<file path="src/rtl/pcb_pkg.sv">
// ----------------------------------------------------------------------------
// pcb_pkg: shared types and constants for the particle cell binning block
// Op and status codes, configuration layout, the command beat passed from
// the front end to the back end, and the result beat.
// ----------------------------------------------------------------------------
package pcb_pkg;

  // Default sizes, handed to the top level parameters
  localparam int MAX_CELLS_DEF = 4096;
  localparam int MAX_SLOTS_DEF = 32;

  // Depth of the command queue between front and back end
  localparam int Q_DEPTH = 2;

  // Configuration port address width (seven 32-bit registers)
  localparam int CFG_AW = 5;

  // Configuration reset values
  localparam logic [4:0]  CELLS_RST = 5'd1;
  localparam logic [23:0] INV_RST   = 24'd65536;
  localparam logic [5:0]  SLOTS_RST = 6'd20;

  // Configuration register indexes
  typedef enum logic [2:0] {
    REG_CELLS_X   = 3'd0,
    REG_CELLS_Y   = 3'd1,
    REG_CELLS_Z   = 3'd2,
    REG_INV_X     = 3'd3,
    REG_INV_Y     = 3'd4,
    REG_INV_Z     = 3'd5,
    REG_SLOTS     = 3'd6
  } cfg_reg_t;

  // Operation codes
  typedef enum logic [1:0] {
    OP_CLEAR = 2'd0,
    OP_BIN   = 2'd1,
    OP_QUERY = 2'd2
  } op_t;

  // Result status codes
  typedef enum logic [1:0] {
    ST_OK      = 2'd0,
    ST_ABSENT  = 2'd1,
    ST_OUTSIDE = 2'd2,
    ST_FULL    = 2'd3
  } status_t;

  // Configuration register set
  typedef struct packed {
    logic [4:0]  cells_x;
    logic [4:0]  cells_y;
    logic [4:0]  cells_z;
    logic [23:0] inv_len_x;
    logic [23:0] inv_len_y;
    logic [23:0] inv_len_z;
    logic [5:0]  slots_per_cell;
  } cfg_t;

  // Classified command, front end to back end
  typedef struct packed {
    op_t         op;
    status_t     status;    // preset status: ok, absent or outside
    logic [31:0] handle;
    logic [11:0] cell_idx;  // binned cell or queried cell
    logic [12:0] limit;     // number of cells summed by a query
  } cmd_t;

  // Result beat
  typedef struct packed {
    status_t     status;
    logic [11:0] cell_index;
    logic [16:0] write_slot;
    logic [31:0] handle_out;
    logic [5:0]  cell_count;
    logic [17:0] cell_start;
  } res_t;

endpackage

</file>
<file path="src/rtl/pcb_fifo.sv">
// ----------------------------------------------------------------------------
// pcb_fifo: command queue
// Short queue of classified commands between the front and back end.
// ----------------------------------------------------------------------------
module pcb_fifo (
  input  logic          clk,
  input  logic          rst_n,
  input  logic          wr_en,
  input  pcb_pkg::cmd_t wr_data,
  output logic          full,
  input  logic          rd_en,
  output pcb_pkg::cmd_t rd_data,
  output logic          empty
);

  localparam int PTR_W = (pcb_pkg::Q_DEPTH > 1) ? $clog2(pcb_pkg::Q_DEPTH) : 1;
  localparam int CNT_W = $clog2(pcb_pkg::Q_DEPTH + 1);
  localparam logic [PTR_W-1:0] LAST = PTR_W'(pcb_pkg::Q_DEPTH - 1);
  localparam logic [CNT_W-1:0] DEPTH_C = CNT_W'(pcb_pkg::Q_DEPTH);

  pcb_pkg::cmd_t    entry_r [pcb_pkg::Q_DEPTH];
  logic [PTR_W-1:0] wr_ptr_r, rd_ptr_r;
  logic [CNT_W-1:0] count_r;
  logic             do_wr, do_rd;

  assign full    = count_r == DEPTH_C;
  assign empty   = count_r == '0;
  assign do_wr   = wr_en && !full;
  assign do_rd   = rd_en && !empty;
  assign rd_data = entry_r[rd_ptr_r];

  // pointers and fill count
  always_ff @(posedge clk) begin
    if (!rst_n) begin
      wr_ptr_r <= '0;
      rd_ptr_r <= '0;
      count_r  <= '0;
    end else begin
      if (do_wr) wr_ptr_r <= (wr_ptr_r == LAST) ? '0 : wr_ptr_r + 1'b1;
      if (do_rd) rd_ptr_r <= (rd_ptr_r == LAST) ? '0 : rd_ptr_r + 1'b1;
      case ({do_wr, do_rd})
        2'b10:   count_r <= count_r + 1'b1;
        2'b01:   count_r <= count_r - 1'b1;
        default: count_r <= count_r;
      endcase
    end
  end

  // storage
  always_ff @(posedge clk) begin
    if (do_wr) entry_r[wr_ptr_r] <= wr_data;
  end

endmodule

</file>
<file path="config.mk">
export PLATFORM = sky130hd
export DESIGN_NAME = pcb_fifo
export DESIGN_NICKNAME = d
export VERILOG_FILES = /design/src/rtl/pcb_pkg.sv /design/src/rtl/pcb_fifo.sv
export SDC_FILE = /design/constraint.sdc
export NUM_CORES = 1
export LEC_CHECK = 0
export BUFFER_PORTS_ARGS = -buffer_cell sky130_fd_sc_hd__clkbuf_2
export CORE_MARGIN = 1.5
export CORE_UTILIZATION = 51
export CTS_CLUSTER_SIZE = 20
export DETAILED_ROUTE_END_ITERATION = 6
export PLACE_DENSITY = 0.78
export SYNTH_ARGS = -nofsm -noshare
export SYNTH_HDL_FRONTEND = slang
export SYNTH_SLANG_ARGS = --single-unit
</file>
<file path="constraint.sdc">
create_clock -name clk -period 3.52 [get_ports clk]
set_input_delay 0.176 -clock clk [delete_from_list [all_inputs] [get_ports clk]]
set_output_delay 0.176 -clock clk [all_outputs]
set_load 0.01 [all_outputs]
</file>
Word level (Yosys, flattened, before mapping)

Memory sizes are Yosys's and may differ from the RTL's. A register that Yosys moved wholly into a read port is not among the register bits.
Cells that the tools add are included.

$add $sub $neg: 4
$mul: 0
Divide/modulo/power cells: 0
Order comparisons: 0
Equal/unequal tests: 3
Shift operators: 0
Muxes and demuxes: 7
Bitwise logic cells: 0
Reductions and logical operators: 6

Operators with widths:

| operator              | count |
|---|---|
| $mux W1               | 6 |
| $eq A2 B2 Y1 const B  | 2 |
| $pmux W2 S2           | 1 |
| $add A1 B1 Y1 const B | 2 |
| $add A2 B1 Y2 const B | 1 |
| $eq A2 B1 Y1 const B  | 1 |
| $logic_and A1 B1 Y1   | 2 |
| $logic_not A1 Y1      | 2 |
| $logic_not A2 Y1      | 1 |
| $reduce_bool A2 Y1    | 1 |
| $sub A2 B1 Y2 const B | 1 |

Register bits after elaboration: 4
Latch bits: 0
Bits in writable memories: 122
ROM bits: 0
Input port bits: 65
Memories kept: 1

Memories:

| name    | words | bits a word | read ports | clocked after Yosys merged registers in | wr ports | line           | RTL |
|---|---|---|---|---|---|---|---|
| entry_r | 2     | 61          | 1          | 1                                       | 1        | pcb_fifo.sv:21 | `pcb_pkg::cmd_t entry_r [pcb_pkg::Q_DEPTH];` |

Logic depth before layout (Yosys ltp)

Depth in word-level cells: 5
Gate-level depth with buffers: 6
Gate-level depth less buffers: 6

Worst setup path before layout

No wires, ideal clock.

Kind: reg-to-reg
Start point: register count_r[0]
End point: memory entry_r[0][0] (netlist bit) (enable)
Data arrival time: 2.118 ns
Data required time: 3.105 ns
Slack: 0.987 ns
Cell stages (with the launch flop): 5
Buffers on the path: 0
Period minus slack after synthesis: 2.533 ns
Path through: dfxtp_1 > nand2b_2 > inv_2 > or3_1 > inv_1

Cells in the longest elaborated chain, start to end: 5

RTL lines:

| item                          | line           | RTL |
|---|---|---|
| start: declaration            | pcb_fifo.sv:23 | `logic [CNT_W-1:0] count_r;` |
| start signal: assignment      | pcb_fifo.sv:42 | `2'b10: count_r <= count_r + 1'b1;` |
| start signal: assignment      | pcb_fifo.sv:43 | `2'b01: count_r <= count_r - 1'b1;` |
| start signal: assignment      | pcb_fifo.sv:44 | `default: count_r <= count_r;` |
| $eq A2 B2 Y1                  | pcb_fifo.sv:26 | `assign full = count_r == DEPTH_C;` |
| via full                      | pcb_fifo.sv:10 | `output logic full,` |
| $logic_not A1 Y1              | pcb_fifo.sv:28 | `assign do_wr = wr_en && !full;` |
| $logic_and A1 B1 Y1           | pcb_fifo.sv:28 |  |
| $mux W1                       | pcb_fifo.sv:51 | `if (do_wr) entry_r[wr_ptr_r] <= wr_data;` |
| $mux W1 (implied by the code) | pcb_fifo.sv:51 |  |
| end: declaration              | pcb_fifo.sv:21 |  |

The timed path passes the listed nets, and every way through them passes these cells.

Worst setup path in the final report

Start point: register count_r[0]
End point: memory entry_r[0][48] (netlist bit) (enable)

Cells in the longest elaborated chain, start to end: 5

RTL lines:

| item                          | line |
|---|---|
| $eq A2 B2 Y1                  | pcb_fifo.sv:26 |
| $logic_not A1 Y1              | pcb_fifo.sv:28 |
| $logic_and A1 B1 Y1           | pcb_fifo.sv:28 |
| $mux W1                       | pcb_fifo.sv:51 |
| $mux W1 (implied by the code) | pcb_fifo.sv:51 |

Every way passes these cells.

==> out/metrics.json <==
{
  "top_level_ports": {"value": 128},
  "root_buffer": {"value": "sky130_fd_sc_hd__clkbuf_8"},
  "drc": {"value": 0},
  "placement.cell_area": {"value": 0.00540, "unit": "mm²"},
  "grt_start_max_net_pins": {"value": 62},
  "firstDrtPassIters": {"value": 4},
  "hold-path-endpoint": {"value": "wr_ptr_r$_SDFFE_PN0P_"},
  "final.setup.worst_slack": {"value": 1320, "unit": "ps"},
  "cellLeakagePower": {"value": 0.00256, "unit": "µW"},
  "num_antenna_cells": {"value": 0},
  "path_clk_slew": {"value": 60, "unit": "ps"},
  "cts_tree": {"value": "built"},
  "grt.total_usage": {"value": 17.6, "unit": "%"},
  "chip_width": {"value": 98.2, "unit": "µm"},
  "critPathArrivalTime": {"value": 2400, "unit": "ps"},
  "synth_warnings": {"value": 0},
  "final_weighted_congestion_in_routability_driven_placement": {"value": 0.695},
  "fp.dieArea": {"value": 0.00964, "unit": "mm²"},
  "area.growth.synth_to_final": {"value": 43.5, "unit": "%"},
  "cts.htree.levels": {"value": 4},
  "finalSetupViolCount": {"value": 0},
  "drt-vias-per-instance": {"value": 4.81},
  "reg2reg_setup_slack": {"value": 1320, "unit": "ps"},
  "final_hold_viol_count": {"value": 0},
  "dpl.hpwl": {"value": 5080, "unit": "µm"},
  "initial_standard_cell_utilization_of_the_core": {"value": 52.7, "unit": "%"},
  "routedWlPerCell": {"value": 15.3, "unit": "µm"},
  "slew_headroom": {"value": 47.0, "unit": "%"},
  "total_via_count_in_the_routed_design": {"value": 2606},
  "dieHeight": {"value": 98.2, "unit": "µm"},
  "grt_first_pass_wirelength": {"value": 12600, "unit": "µm"},
  "detail-route-antenna-nets": {"value": 0},
  "end_kind": {"value": "flop"},
  "fin_crit_sh": {"value": 62.5, "unit": "%"},
  "final_nets": {"value": 487},
  "outcome": {"value": "complete, no violations"},
  "critical_setup_path_kind": {"value": "reg2reg"},
  "synthesized_net_count": {"value": 282},
  "worst_ep_required_time": {"value": 3720, "unit": "ps"},
  "mostFrequentLayoutCell": {"value": "sky130_fd_sc_hd__clkbuf_2"},
  "fmaxAchievable": {"value": 455, "unit": "MHz"},
  "hold_path_startpoint": {"value": "wr_en"},
  "syn_avg_cell_area": {"value": 21.4, "unit": "µm²"},
  "post_synth_inst_count": {"value": 216},
  "max-clock-path-buffers": {"value": 2},
  "powerDensity": {"value": 733, "unit": "mW/mm²"},
  "cts_made_buffers": {"value": 17},
  "worst_pin_slew": {"value": 794, "unit": "ps"},
  "reg2regPathDepth": {"value": 5},
  "core": {"value": 0.00876, "unit": "mm²"},
  "grt_overflow": {"value": 0},
  "grt_setup_unrepaired": {"value": "false"},
  "timing.rr.start": {"value": "count_r[0]$_SDFFE_PN0P_"},
  "slew_violations": {"value": 0},
  "worstHoldPathCells": {"value": 4},
  "mappedNetlistArea": {"value": 0.00462, "unit": "mm²"},
  "worstHoldPathType": {"value": "in2reg"},
  "post-route-cell-area": {"value": 0.00663, "unit": "mm²"},
  "drt-initial-drc-count": {"value": 93},
  "drive_gt1_share": {"value": 52.3, "unit": "%"},
  "vdd_ir_drop_max": {"value": 0.575, "unit": "mV"},
  "setup_tns": {"value": 0, "unit": "ps"},
  "ys_seq_area_share": {"value": 81.5, "unit": "%"},
  "worstSkewPairLatency": {"value": 500, "unit": "ps"},
  "antenna_found_initial": {"value": 0},
  "std_cell_rows": {"value": 34},
  "numPortBuffers": {"value": 127},
  "dp_slack": {"value": 1310, "unit": "ps"},
  "worst-path-max-fanout": {"value": 36},
  "yosys_register_bits": {"value": 127},
  "final_core_utilization": {"value": 75.7, "unit": "%"},
  "cap_viol_max_count": {"value": 0},
  "final_clock_skew": {"value": 4.94, "unit": "ps"},
  "critical_path.startpoint_type": {"value": "flop"},
  "distinct_cell_type_count_after_synthesis": {"value": 19},
  "grt_pass1_vias": {"value": 2664},
  "layout_min_cycle_time": {"value": 2200, "unit": "ps"},
  "sink_count": {"value": 127},
  "drt-total-wl": {"value": 8270, "unit": "µm"},
  "layout_common_cells": {"value": "sky130_fd_sc_hd__clkbuf_2 (127), sky130_fd_sc_hd__edfxtp_1 (122), sky130_fd_sc_hd__dlygate4sd3_1 (62), sky130_fd_sc_hd__mux2_2 (61), sky130_fd_sc_hd__clkbuf_16 (16)"},
  "regToRegEndpoint": {"value": "entry_r[0][48]$_DFFE_PP_"}
}
-- critical path: stages, from the launching register on --
cell and delay, ps:
sky130_fd_sc_hd__dfxtp_1 420, sky130_fd_sc_hd__nand2b_2 180, sky130_fd_sc_hd__inv_2 40, sky130_fd_sc_hd__or3_1 340, sky130_fd_sc_hd__inv_2 600, sky130_fd_sc_hd__buf_12 270
-- routing by layer --
layer | global-route usage, % | up-vias | part of all wire, %
li1 | - | 1264 | -
met1 | 20.0 | 1249 | 41
met2 | 30.3 | 81 | 52
met3 | 5.94 | 12 | 5.4
met4 | 7.58 | 0 | 1.7
met5 | 0 | - | 0
-- area by class of cell --
cell class	instances	area [µm²]
multi-input cells	79	813
inverters	3	11.3
clock inverters	15	194
repair buffers	193	1300
flip-flops and latches	127	3760
well taps	108	135
fillers	540	2130
clock buffers	17	414
-- how the worst max path moves through the flow --
stage | from | to | slack [ps] | cells after the start
after global placement | count_r[0]$_SDFFE_PN0P_ | entry_r[0][5]$_DFFE_PP_ | 1380 | 5
after floorplan | count_r[0]$_SDFFE_PN0P_ | entry_r[0][0]$_DFFE_PP_ | 990 | 4
after detailed placement | count_r[0]$_SDFFE_PN0P_ | entry_r[0][5]$_DFFE_PP_ | 1310 | 5
final | count_r[0]$_SDFFE_PN0P_ | entry_r[0][48]$_DFFE_PP_ | 1320 | 5
after global routing | count_r[0]$_SDFFE_PN0P_ | entry_r[0][53]$_DFFE_PP_ | 1180 | 5
after CTS | flop | rd_data[0] | 1280 | 3
-- metrics by stage --
stage	total power [µW]	cells	hold WS, ps
global placement	3070	448	366
CTS	4910	542	49.4
global route	5060	542	109
finish	4860	542	97.7
detailed placement	3100	448	368
floorplan	2690	216	275
-- Yosys cell counts --
cell type                  count  area [µm²]
sky130_fd_sc_hd__a21boi_1      2        15.0
sky130_fd_sc_hd__and2_1        1        6.26
sky130_fd_sc_hd__and3_1        1        6.26
sky130_fd_sc_hd__buf_2         6        30.0
sky130_fd_sc_hd__clkbuf_1      1        3.75
sky130_fd_sc_hd__dfxtp_1       5         100
sky130_fd_sc_hd__edfxtp_1    122        3660
sky130_fd_sc_hd__ha_1          1        12.5
sky130_fd_sc_hd__inv_1         2        7.51
sky130_fd_sc_hd__inv_2         1        3.75
sky130_fd_sc_hd__mux2_2       61         687
sky130_fd_sc_hd__nand2_1       1        3.75
sky130_fd_sc_hd__nand2b_2      1        8.76
sky130_fd_sc_hd__nor2_1        1        3.75
sky130_fd_sc_hd__nor2b_1       2        12.5
sky130_fd_sc_hd__o21a_1        1        7.51
sky130_fd_sc_hd__o21ai_0       2        10.0
sky130_fd_sc_hd__or3_1         2        12.5
sky130_fd_sc_hd__xnor2_1       3        26.3
-- sequential cells by signal (all words and copies together), names as in the netlist, named ones only --
signal and count:
entry_r 122, wr_ptr_r 1, rd_ptr_r 1, count_r 2
-- cell families (layout without fill, tap and decap cells) --
family | count (synthesis) | in the layout | synth area share (%)
AOI/OAI and AO/OA | 5 | 5 | 0.704
xor gates and xnor gates | 3 | 3 | 0.569
adders and majority gates | 1 | 1 | 0.271
buffers and inverters | 10 | 228 | 0.975
DFF | 127 | 127 | 81.5
muxes | 61 | 61 | 14.9
and+or+nand+nor | 9 | 9 | 1.16
-- report_power, final --
group / internal (µW) / total, µW / leakage, µW / switching [µW]
Sequential: 1910 / 1970 / 0.00118 / 58.1
Combinational: 554 / 1140 / 0.00110 / 584
Clock: 1140 / 1750 / 0.000285 / 607
-- what timing repair did --
item,CTS,global route
resized for setup,0,0
endpoints found under the hold margin,127,0
setup buffers,0,0
hold buffers,62,0
Power figures use the tool's default switching activity.
