<file path="src/rtl/pcb_pkg.sv">
// ----------------------------------------------------------------------------
// pcb_pkg: shared types and constants for the particle cell binning block
// Op and status codes, configuration layout, the command beat passed from
// the front end to the back end, and the result beat.
// ----------------------------------------------------------------------------
package pcb_pkg;

  // Default sizes, handed to the top level parameters
  localparam int MAX_CELLS_DEF = 4096;
  localparam int MAX_SLOTS_DEF = 32;

  // Depth of the command queue between front and back end
  localparam int Q_DEPTH = 2;

  // Configuration port address width (seven 32-bit registers)
  localparam int CFG_AW = 5;

  // Configuration reset values
  localparam logic [4:0]  CELLS_RST = 5'd1;
  localparam logic [23:0] INV_RST   = 24'd65536;
  localparam logic [5:0]  SLOTS_RST = 6'd20;

  // Configuration register indexes
  typedef enum logic [2:0] {
    REG_CELLS_X   = 3'd0,
    REG_CELLS_Y   = 3'd1,
    REG_CELLS_Z   = 3'd2,
    REG_INV_X     = 3'd3,
    REG_INV_Y     = 3'd4,
    REG_INV_Z     = 3'd5,
    REG_SLOTS     = 3'd6
  } cfg_reg_t;

  // Operation codes
  typedef enum logic [1:0] {
    OP_CLEAR = 2'd0,
    OP_BIN   = 2'd1,
    OP_QUERY = 2'd2
  } op_t;

  // Result status codes
  typedef enum logic [1:0] {
    ST_OK      = 2'd0,
    ST_ABSENT  = 2'd1,
    ST_OUTSIDE = 2'd2,
    ST_FULL    = 2'd3
  } status_t;

  // Configuration register set
  typedef struct packed {
    logic [4:0]  cells_x;
    logic [4:0]  cells_y;
    logic [4:0]  cells_z;
    logic [23:0] inv_len_x;
    logic [23:0] inv_len_y;
    logic [23:0] inv_len_z;
    logic [5:0]  slots_per_cell;
  } cfg_t;

  // Classified command, front end to back end
  typedef struct packed {
    op_t         op;
    status_t     status;    // preset status: ok, absent or outside
    logic [31:0] handle;
    logic [11:0] cell_idx;  // binned cell or queried cell
    logic [12:0] limit;     // number of cells summed by a query
  } cmd_t;

  // Result beat
  typedef struct packed {
    status_t     status;
    logic [11:0] cell_index;
    logic [16:0] write_slot;
    logic [31:0] handle_out;
    logic [5:0]  cell_count;
    logic [17:0] cell_start;
  } res_t;

endpackage

</file>
<file path="src/rtl/pcb_front.sv">
// ----------------------------------------------------------------------------
// pcb_front: input front end
// Accepts input beats, works out the linear cell index of a bin request with
// one shared 24x24 multiplier stepping over the axes, sizes the grid for a
// query, and pushes a classified command into the queue.
// ----------------------------------------------------------------------------
module pcb_front #(
  parameter int MAX_CELLS = pcb_pkg::MAX_CELLS_DEF
) (
  input  logic            clk,
  input  logic            rst_n,
  // input channel
  input  logic            in_push,
  output logic            in_full,
  input  logic [1:0]      in_op,
  input  logic            in_exists,
  input  logic [31:0]     in_handle,
  input  logic [23:0]     in_pos_x,
  input  logic [23:0]     in_pos_y,
  input  logic [23:0]     in_pos_z,
  input  logic [11:0]     in_query_cell,
  // configuration and back end status
  input  pcb_pkg::cfg_t   cfg,
  input  logic            init_busy,
  // command queue
  output logic            q_push,
  output pcb_pkg::cmd_t   q_data,
  input  logic            q_full
);

  localparam logic [16:0] MAXC = 17'(MAX_CELLS);

  typedef enum logic [4:0] {
    F_IDLE  = 5'b00001,
    F_MUL   = 5'b00010,
    F_GRID  = 5'b00100,
    F_LIMIT = 5'b01000,
    F_PUSH  = 5'b10000
  } fstate_t;

  function automatic logic [4:0] clamp_cells(input logic [4:0] v);
    logic [4:0] r;
    r = v;
    if (v == 5'd0) r = 5'd1;
    else if (v > 5'd16) r = 5'd16;
    return r;
  endfunction

  fstate_t       state_r, state_nxt;
  logic [1:0]    ax_r, ax_nxt;
  logic [11:0]   acc_r, acc_nxt;
  logic          outside_r, outside_nxt;
  logic [15:0]   prod_hi_r, prod_hi_nxt;
  logic [9:0]    xy_r, xy_nxt;
  logic [23:0]   pos_x_r, pos_y_r, pos_z_r;
  logic [23:0]   pos_x_nxt, pos_y_nxt, pos_z_nxt;
  pcb_pkg::cmd_t cmd_r, cmd_nxt;

  logic [4:0]    lim_x, lim_y, lim_z, lim_h;
  logic [23:0]   pos_m, inv_m;
  logic [47:0]   prod;
  logic [16:0]   acc_full;
  logic [11:0]   acc_step;
  logic          q_over;
  logic [14:0]   n_full;
  logic [16:0]   grid_lim17;
  logic [12:0]   grid_lim;
  logic          q_out;
  logic          accept;

  assign lim_x = clamp_cells(cfg.cells_x);
  assign lim_y = clamp_cells(cfg.cells_y);
  assign lim_z = clamp_cells(cfg.cells_z);

  assign in_full = (state_r != F_IDLE) || init_busy;
  assign accept  = in_push && !in_full;
  assign q_push  = (state_r == F_PUSH) && !q_full;
  assign q_data  = cmd_r;

  // axis multiplier: z, then y, then x
  always_comb begin
    case (ax_r)
      2'd0: begin
        pos_m = pos_z_r;
        inv_m = cfg.inv_len_z;
      end
      2'd1: begin
        pos_m = pos_y_r;
        inv_m = cfg.inv_len_y;
      end
      default: begin
        pos_m = pos_x_r;
        inv_m = cfg.inv_len_x;
      end
    endcase
  end

  assign prod = 48'(pos_m) * 48'(inv_m);

  // Horner step on the previous axis's cell coordinate
  always_comb begin
    case (ax_r)
      2'd1:    lim_h = lim_z;
      2'd2:    lim_h = lim_y;
      default: lim_h = lim_x;
    endcase
  end

  assign q_over   = prod_hi_r >= {11'd0, lim_h};
  assign acc_full = 17'(lim_h) * 17'(acc_r) + {13'd0, prod_hi_r[3:0]};
  assign acc_step = acc_full[11:0];

  // grid size for queries, capped at the store depth
  assign n_full     = 15'(xy_r) * 15'(lim_z);
  assign grid_lim17 = ({2'd0, n_full} > MAXC) ? MAXC : {2'd0, n_full};
  assign grid_lim   = grid_lim17[12:0];
  assign q_out      = {1'b0, cmd_r.cell_idx} >= grid_lim;

  // sequencer
  always_comb begin
    state_nxt   = state_r;
    ax_nxt      = ax_r;
    acc_nxt     = acc_r;
    outside_nxt = outside_r;
    prod_hi_nxt = prod_hi_r;
    xy_nxt      = xy_r;
    pos_x_nxt   = pos_x_r;
    pos_y_nxt   = pos_y_r;
    pos_z_nxt   = pos_z_r;
    cmd_nxt     = cmd_r;
    unique case (state_r)
      F_IDLE: begin
        if (accept) begin
          cmd_nxt.op       = pcb_pkg::op_t'(in_op);
          cmd_nxt.status   = pcb_pkg::ST_OK;
          cmd_nxt.handle   = in_handle;
          cmd_nxt.cell_idx = in_query_cell;
          cmd_nxt.limit    = '0;
          pos_x_nxt        = in_pos_x;
          pos_y_nxt        = in_pos_y;
          pos_z_nxt        = in_pos_z;
          case (pcb_pkg::op_t'(in_op))
            pcb_pkg::OP_BIN: begin
              if (in_exists) begin
                ax_nxt      = 2'd0;
                acc_nxt     = '0;
                outside_nxt = 1'b0;
                state_nxt   = F_MUL;
              end else begin
                cmd_nxt.status = pcb_pkg::ST_ABSENT;
                state_nxt      = F_PUSH;
              end
            end
            pcb_pkg::OP_QUERY: state_nxt = F_GRID;
            default:           state_nxt = F_PUSH;
          endcase
        end
      end
      F_MUL: begin
        prod_hi_nxt = prod[47:32];
        ax_nxt      = ax_r + 2'd1;
        if (ax_r != 2'd0) begin
          acc_nxt     = acc_step;
          outside_nxt = outside_r | q_over;
        end
        if (ax_r == 2'd3) begin
          cmd_nxt.cell_idx = acc_step;
          cmd_nxt.status   = (outside_nxt || ({5'd0, acc_step} >= MAXC)) ?
                             pcb_pkg::ST_OUTSIDE : pcb_pkg::ST_OK;
          state_nxt        = F_PUSH;
        end
      end
      F_GRID: begin
        xy_nxt    = 10'(lim_x) * 10'(lim_y);
        state_nxt = F_LIMIT;
      end
      F_LIMIT: begin
        cmd_nxt.status = q_out ? pcb_pkg::ST_OUTSIDE : pcb_pkg::ST_OK;
        cmd_nxt.limit  = q_out ? grid_lim : {1'b0, cmd_r.cell_idx};
        state_nxt      = F_PUSH;
      end
      F_PUSH: begin
        if (!q_full) state_nxt = F_IDLE;
      end
      default: state_nxt = F_IDLE;
    endcase
  end

  // control state
  always_ff @(posedge clk) begin
    if (!rst_n) begin
      state_r <= F_IDLE;
    end else begin
      state_r <= state_nxt;
    end
  end

  // datapath registers
  always_ff @(posedge clk) begin
    ax_r      <= ax_nxt;
    acc_r     <= acc_nxt;
    outside_r <= outside_nxt;
    prod_hi_r <= prod_hi_nxt;
    xy_r      <= xy_nxt;
    pos_x_r   <= pos_x_nxt;
    pos_y_r   <= pos_y_nxt;
    pos_z_r   <= pos_z_nxt;
    cmd_r     <= cmd_nxt;
  end

endmodule

</file>
<file path="config.mk">
export PLATFORM = sky130hd
export DESIGN_NAME = pcb_front
export DESIGN_NICKNAME = d
export VERILOG_FILES = /design/src/rtl/pcb_pkg.sv /design/src/rtl/pcb_front.sv
export SDC_FILE = /design/constraint.sdc
export NUM_CORES = 2
export LEC_CHECK = 0
export ABC_AREA = 1
export BUFFER_PORTS_ARGS = -buffer_cell sky130_fd_sc_hd__buf_2
export CAP_MARGIN = 10
export CORE_MARGIN = 2
export CORE_UTILIZATION = 40
export CTS_BUF_LIST = sky130_fd_sc_hd__clkbuf_4
export DETAILED_ROUTE_END_ITERATION = 10
export PLACE_DENSITY_LB_ADDON = 0.25
export SLEW_MARGIN = 5
export SYNTH_ARGS = -nofsm -noshare
export SYNTH_HDL_FRONTEND = slang
export SYNTH_SLANG_ARGS = --single-unit
</file>
<file path="constraint.sdc">
create_clock -name clk -period 24.3 [get_ports clk]
set_clock_uncertainty 0.1 [all_clocks]
set_input_delay 6.075 -clock clk [delete_from_list [all_inputs] [get_ports clk]]
set_output_delay 6.075 -clock clk [all_outputs]
set_load 0.01 [all_outputs]
</file>
## Word-level counts from Yosys, hierarchy flattened

Cells that the tools add are included.

- Register bits: 179
- Input bits: 217
- Output and inout bits: 63

- $add $sub $neg: 2
- Multipliers: 4
- Magnitude comparators: 6
- Eq/ne operators: 17
- Mux-type cells: 42
- Bitwise logic cells: 1
- Reductions and logical operators: 20

Operator list:

| cell | number |
|---|---|
| $pmux 24 s2 | 2 |
| $mux 12 | 5 |
| $mux 59 | 1 |
| $mux 5 | 10 |
| $mul 24x24->48 | 1 |
| $pmux 12 s2 | 2 |
| $mux 13 | 2 |
| $pmux 13 s2 | 1 |
| $pmux 5 s5 | 1 |
| $pmux 5 s2 | 2 |
| $ge 16x5->1 | 1 |
| $gt 15x13->1 const B | 1 |
| $gt 5x5->1 const B | 3 |
| $logic_not 5->1 | 3 |
| $mul 10x5->15 | 1 |
| $ge 12x13->1 | 1 |
| $add 12x4->12 | 1 |
| $mul 5x12->12 | 1 |
| $mux 2 | 6 |
| $mul 5x5->10 | 1 |
| $ne 2x2->1 const B | 5 |
| $reduce_and 3->1 | 3 |
| $mux 1 | 7 |
| $eq 2x2->1 const B | 3 |
| other kinds (22) | 28 |

## Longest topological paths before layout

- Depth in word-level cells: 11
- Mapped depth: 42
- Depth with buffers taken out: 42

## Worst setup path after synthesis

OpenSTA, ideal clock, no wires.

- Path kind: in2out
- Start: in q_full
- End: out q_push
- Arrival time: 6.244 ns
- Required time: 18.125 ns
- Path slack: 11.881 ns
- Cell stages on the path: 1
- Cells stage by stage: nor2_1

- Word-level cells in the longest chain between the ends: 2

Ends and longest elaborated chain:

| element | RTL line | text |
|---|---|---|
| from (decl) | pcb_front.sv:28 | `input logic q_full` |
| $logic_not 1->1 | - |  |
| $logic_and 1x1->1 | pcb_front.sv:77 | `assign q_push = (state_r == F_PUSH) && !q_full;` |
| to (decl) | pcb_front.sv:26 | `output logic q_push,` |

Every way passes these cells.

## Final worst setup path

Ends and elaborated chain as after synthesis.

==> qor_table.md <==
| Parameter | Reported | Unit |
| --- | --- | --- |
| Net count of the mapped netlist | 4,839 | - |
| Final period demand of the worst path | 12.62 | ns |
| Routed via count divided by cell count | 4.82 | - |
| Number of hold-repair buffers added at the cts stage | 0 | - |
| Share of the cycle needed by the critical path after routing | 51.9 | % |
| Critical path fanouts, max | 2 | - |
| Syn-to-layout area delta | 9.31 | % |
| Die height | 282 | um |
| Most used cell, CP | buf_2 | - |
| RSZ-0062 raised after global routing | false | - |
| Hold Violations, Final | 0 | - |
| Reg2Reg Setup Slack | 15.94 | ns |
| Number of global-route vias before repair | 25,200 | - |
| CTS-repair resized insts | 0 | - |
| Most used cells in the layout excluding fill and tap cells | nand2_1 (1,110), inv_1 (1,005), fa_1 (540), buf_2 (273), ha_1 (254) | - |
| Placer's final routability congestion estimate | 0.966 | - |
| Deepest clock path buffer count | 2 | - |
| Hold path startpoint | state_r[2] | - |
| First-pass DRT Iterations | 7 | - |
| IO Count | 280 | - |
| Final-layout fill cell count | 7,784 | - |
| Reg2Reg Launch Point | ax_r[0] | - |
| Clock slew at reported path FFs | 0.19 | ns |
| Vias post-DR | 24,600 | - |
| Final-layout setup total negative slack | 0 | ns |
| Core Footprint | 76,300 | um2 |
| Post-DP HPWL | 67.2 | mm |
| Worst setup SP type | input port | - |
| Family with the most delay on the worst path | buffers and inverters | - |
| Type of destination of the critical path | output port | - |
| Clock Root Buffer | clkbuf_4 | - |
| Post-CTS Setup Repair Bufs | 0 | - |
| Worst path bufs/invs | 2 | - |
| Mean area per synthesized cell | 8.09 | um2 |
| Total congestion overflow | 0 | - |
| Count of final setup violators | 0 | - |
| Worst Tran Pin Value | 0.943 | ns |
| Number of routed nets with antenna violations | 0 | - |
| Number of warning messages in the yosys log | 0 | - |
| Average wire per standard cell | 16.5 | um |
| Cell Area, Synth | 30,900 | um2 |
| Clock Latency Late Sink | 0.73 | ns |
| Violation count after the first detailed-route iteration | 1,457 | - |
| Leading cell type in the layout, fill and taps excluded | nand2_1 | - |
| Final #Nets | 5,057 | - |
| Area occupied by multi-input gates | 21,300 | um2 |
| Hold Path Class | reg2reg | - |
| Critical Path AT | 6.44 | ns |
| Largest net degree at the start of global routing | 74 | - |
| GR Util All Layers | 21.8 | % |
| MaxCap Viol Count | 0 | - |
| Initial core utilization | 40.5 | % |
| Number of clock sinks | 179 | - |
| Result of the run | completed | - |
| Port bufs | 273 | - |
| CTS H-Tree Depth | 4 | - |
| Critical Setup Path Class | in2out | - |
| Post-synth EDFFs | 174 | - |
| Antenna violations before repair | 6 | - |
| Number of clock buffers inserted by TritonCTS | 17 | - |
| Normalized max-slew margin | 37.1 | % |
| Final wirelength | 83.9 | mm |
| Die Footprint | 79,600 | um2 |
| Cell chain of the critical path | buf_2 > nor2_1 > buf_2 | - |
| Remaining DRCs | 0 | - |
| Share of layout cells above drive strength 1 | 9.64 | % |
| Peak Freq | 79.3 | MHz |
| Count of mapped cells out of synthesis | 3,826 | - |
| TritonCTS clock tree | built | - |
| Max-slew violations | 0 | - |
| Row count | 101 | - |
| Worst Path Required | 18.12 | ns |
| Startpoint of the most critical setup path | q_full | - |
| Number of register bits inferred by synthesis | 179 | - |
| Top flip-flop cell by instance count after synthesis | edfxtp_1 | - |
| CP peak stage delay | 0.14 | ns |
| Width of the chip | 282 | um |
| Sequential cell area | 5330 | um2 |
| Share of the yosys chip area belonging to registers | 17.2 | % |
| Count of unique library cells instantiated by Yosys | 50 | - |
| Wire length of the first global-routing pass | 135 | mm |
| Async set or reset register ratio after synthesis | 0 | % |
| Master of the slowest instance on the critical path | buf_2 | - |
per-layer routing:
layer / share of wire [%] / track usage [%] / vias up
met2: 46 / 36.2 / 716
met5: 0.037 / 0 / -
li1: - / - / 11700
met4: 1.7 / 4.57 / 4
met3: 6.6 / 3.11 / 93
met1: 45 / 30.3 / 12100
cells in the mapped netlist (4+ instances only):
| cell | n | area, um2 |
|---|---|---|
| inv_1 | 1006 | 3780 |
| inv_2 | 8 | 30.0 |
| buf_2 | 55 | 275 |
| nand2_1 | 1110 | 4170 |
| o211ai_1 | 5 | 37.5 |
| nand3b_1 | 5 | 37.5 |
| nand4_1 | 19 | 119 |
| nor2_1 | 201 | 754 |
| xnor2_1 | 5 | 43.8 |
| xor2_1 | 20 | 175 |
| dfxtp_1 | 5 | 100 |
| a31oi_1 | 11 | 68.8 |
| ha_1 | 256 | 3200 |
| o21bai_1 | 11 | 82.6 |
| clkbuf_1 | 64 | 240 |
| edfxtp_1 | 174 | 5230 |
| nor4_1 | 10 | 62.6 |
| nor3_1 | 18 | 90.1 |
| a21oi_1 | 78 | 390 |
| nand2_2 | 4 | 25.0 |
| o21ai_0 | 58 | 290 |
| nand3_1 | 123 | 616 |
| fa_1 | 540 | 10800 |
| a21o_1 | 5 | 37.5 |
flip-flops by register name, summed over array words and instances (netlist names):
name / cells
pos_y_r: 24
pos_z_r: 24
outside_r: 1
ax_r: 2
q_data: 61
pos_x_r: 24
prod_hi_r: 16
xy_r: 10
acc_r: 12
state_r: 5
cells by family after synthesis:
logic type | Yosys count | share of synthesized area, %
xor gates and xnor gates | 25 | 0.707
other | 1 | 0.0121
buffers and inverters | 1139 | 14.1
adders and majority gates | 796 | 45.3
and+or+nand+nor | 1501 | 19.3
DFF | 179 | 17.2
AOI/OAI and AO/OA | 185 | 3.38
worst reg2reg max path: cells and delay by family, from the launching register on:
family | cells | cell delay (ns)
AND/OR/NAND/NOR | 7 | 2.06
adder cells (fa/ha/maj) | 9 | 4.07
AO/OA/AOI/OAI | 2 | 0.33
buffers and inverters | 7 | 0.92
flip-flops | 1 | 0.49
XOR/XNOR | 1 | 0.22
layout make-up:
cell class / count / share of cell area, %
antenna: 4 / 0.0296
clock buffer: 17 / 0.377
clock inverter: 15 / 0.640
inverter: 1015 / 11.3
multi-input combinational: 2508 / 63.0
sequential: 179 / 15.7
tap: 1030 / 3.81
timing repair buffer: 323 / 5.15
worst paths after layout:
path                  endpoint  cells after the start
setup / recovery        q_push                      3
hold / removal      state_r[3]                      2
setup reg to reg  prod_hi_r[7]                     26
hold reg to reg     state_r[3]                      2
metrics by stage:
stage          hold slack [ns]  setup slack, ns  instances  util [%]  cell area, um2
4_1_cts                  0.452            11.69       5087      44.3           33800
6_report                 0.452            11.68       5091      44.3           33800
2_1_floorplan            0.378            11.88       3826         -           30900
5_1_grt                  0.482            11.66       5089      44.3           33800
3_5_place_dp             0.429            11.24       5055      43.9           33500
3_3_place_gp             0.422            11.23       5055      43.9           33500
Power is left out: the tool's default activity adds up to more than one toggle a clock period on the data nets, which glitch-free logic cannot reach.
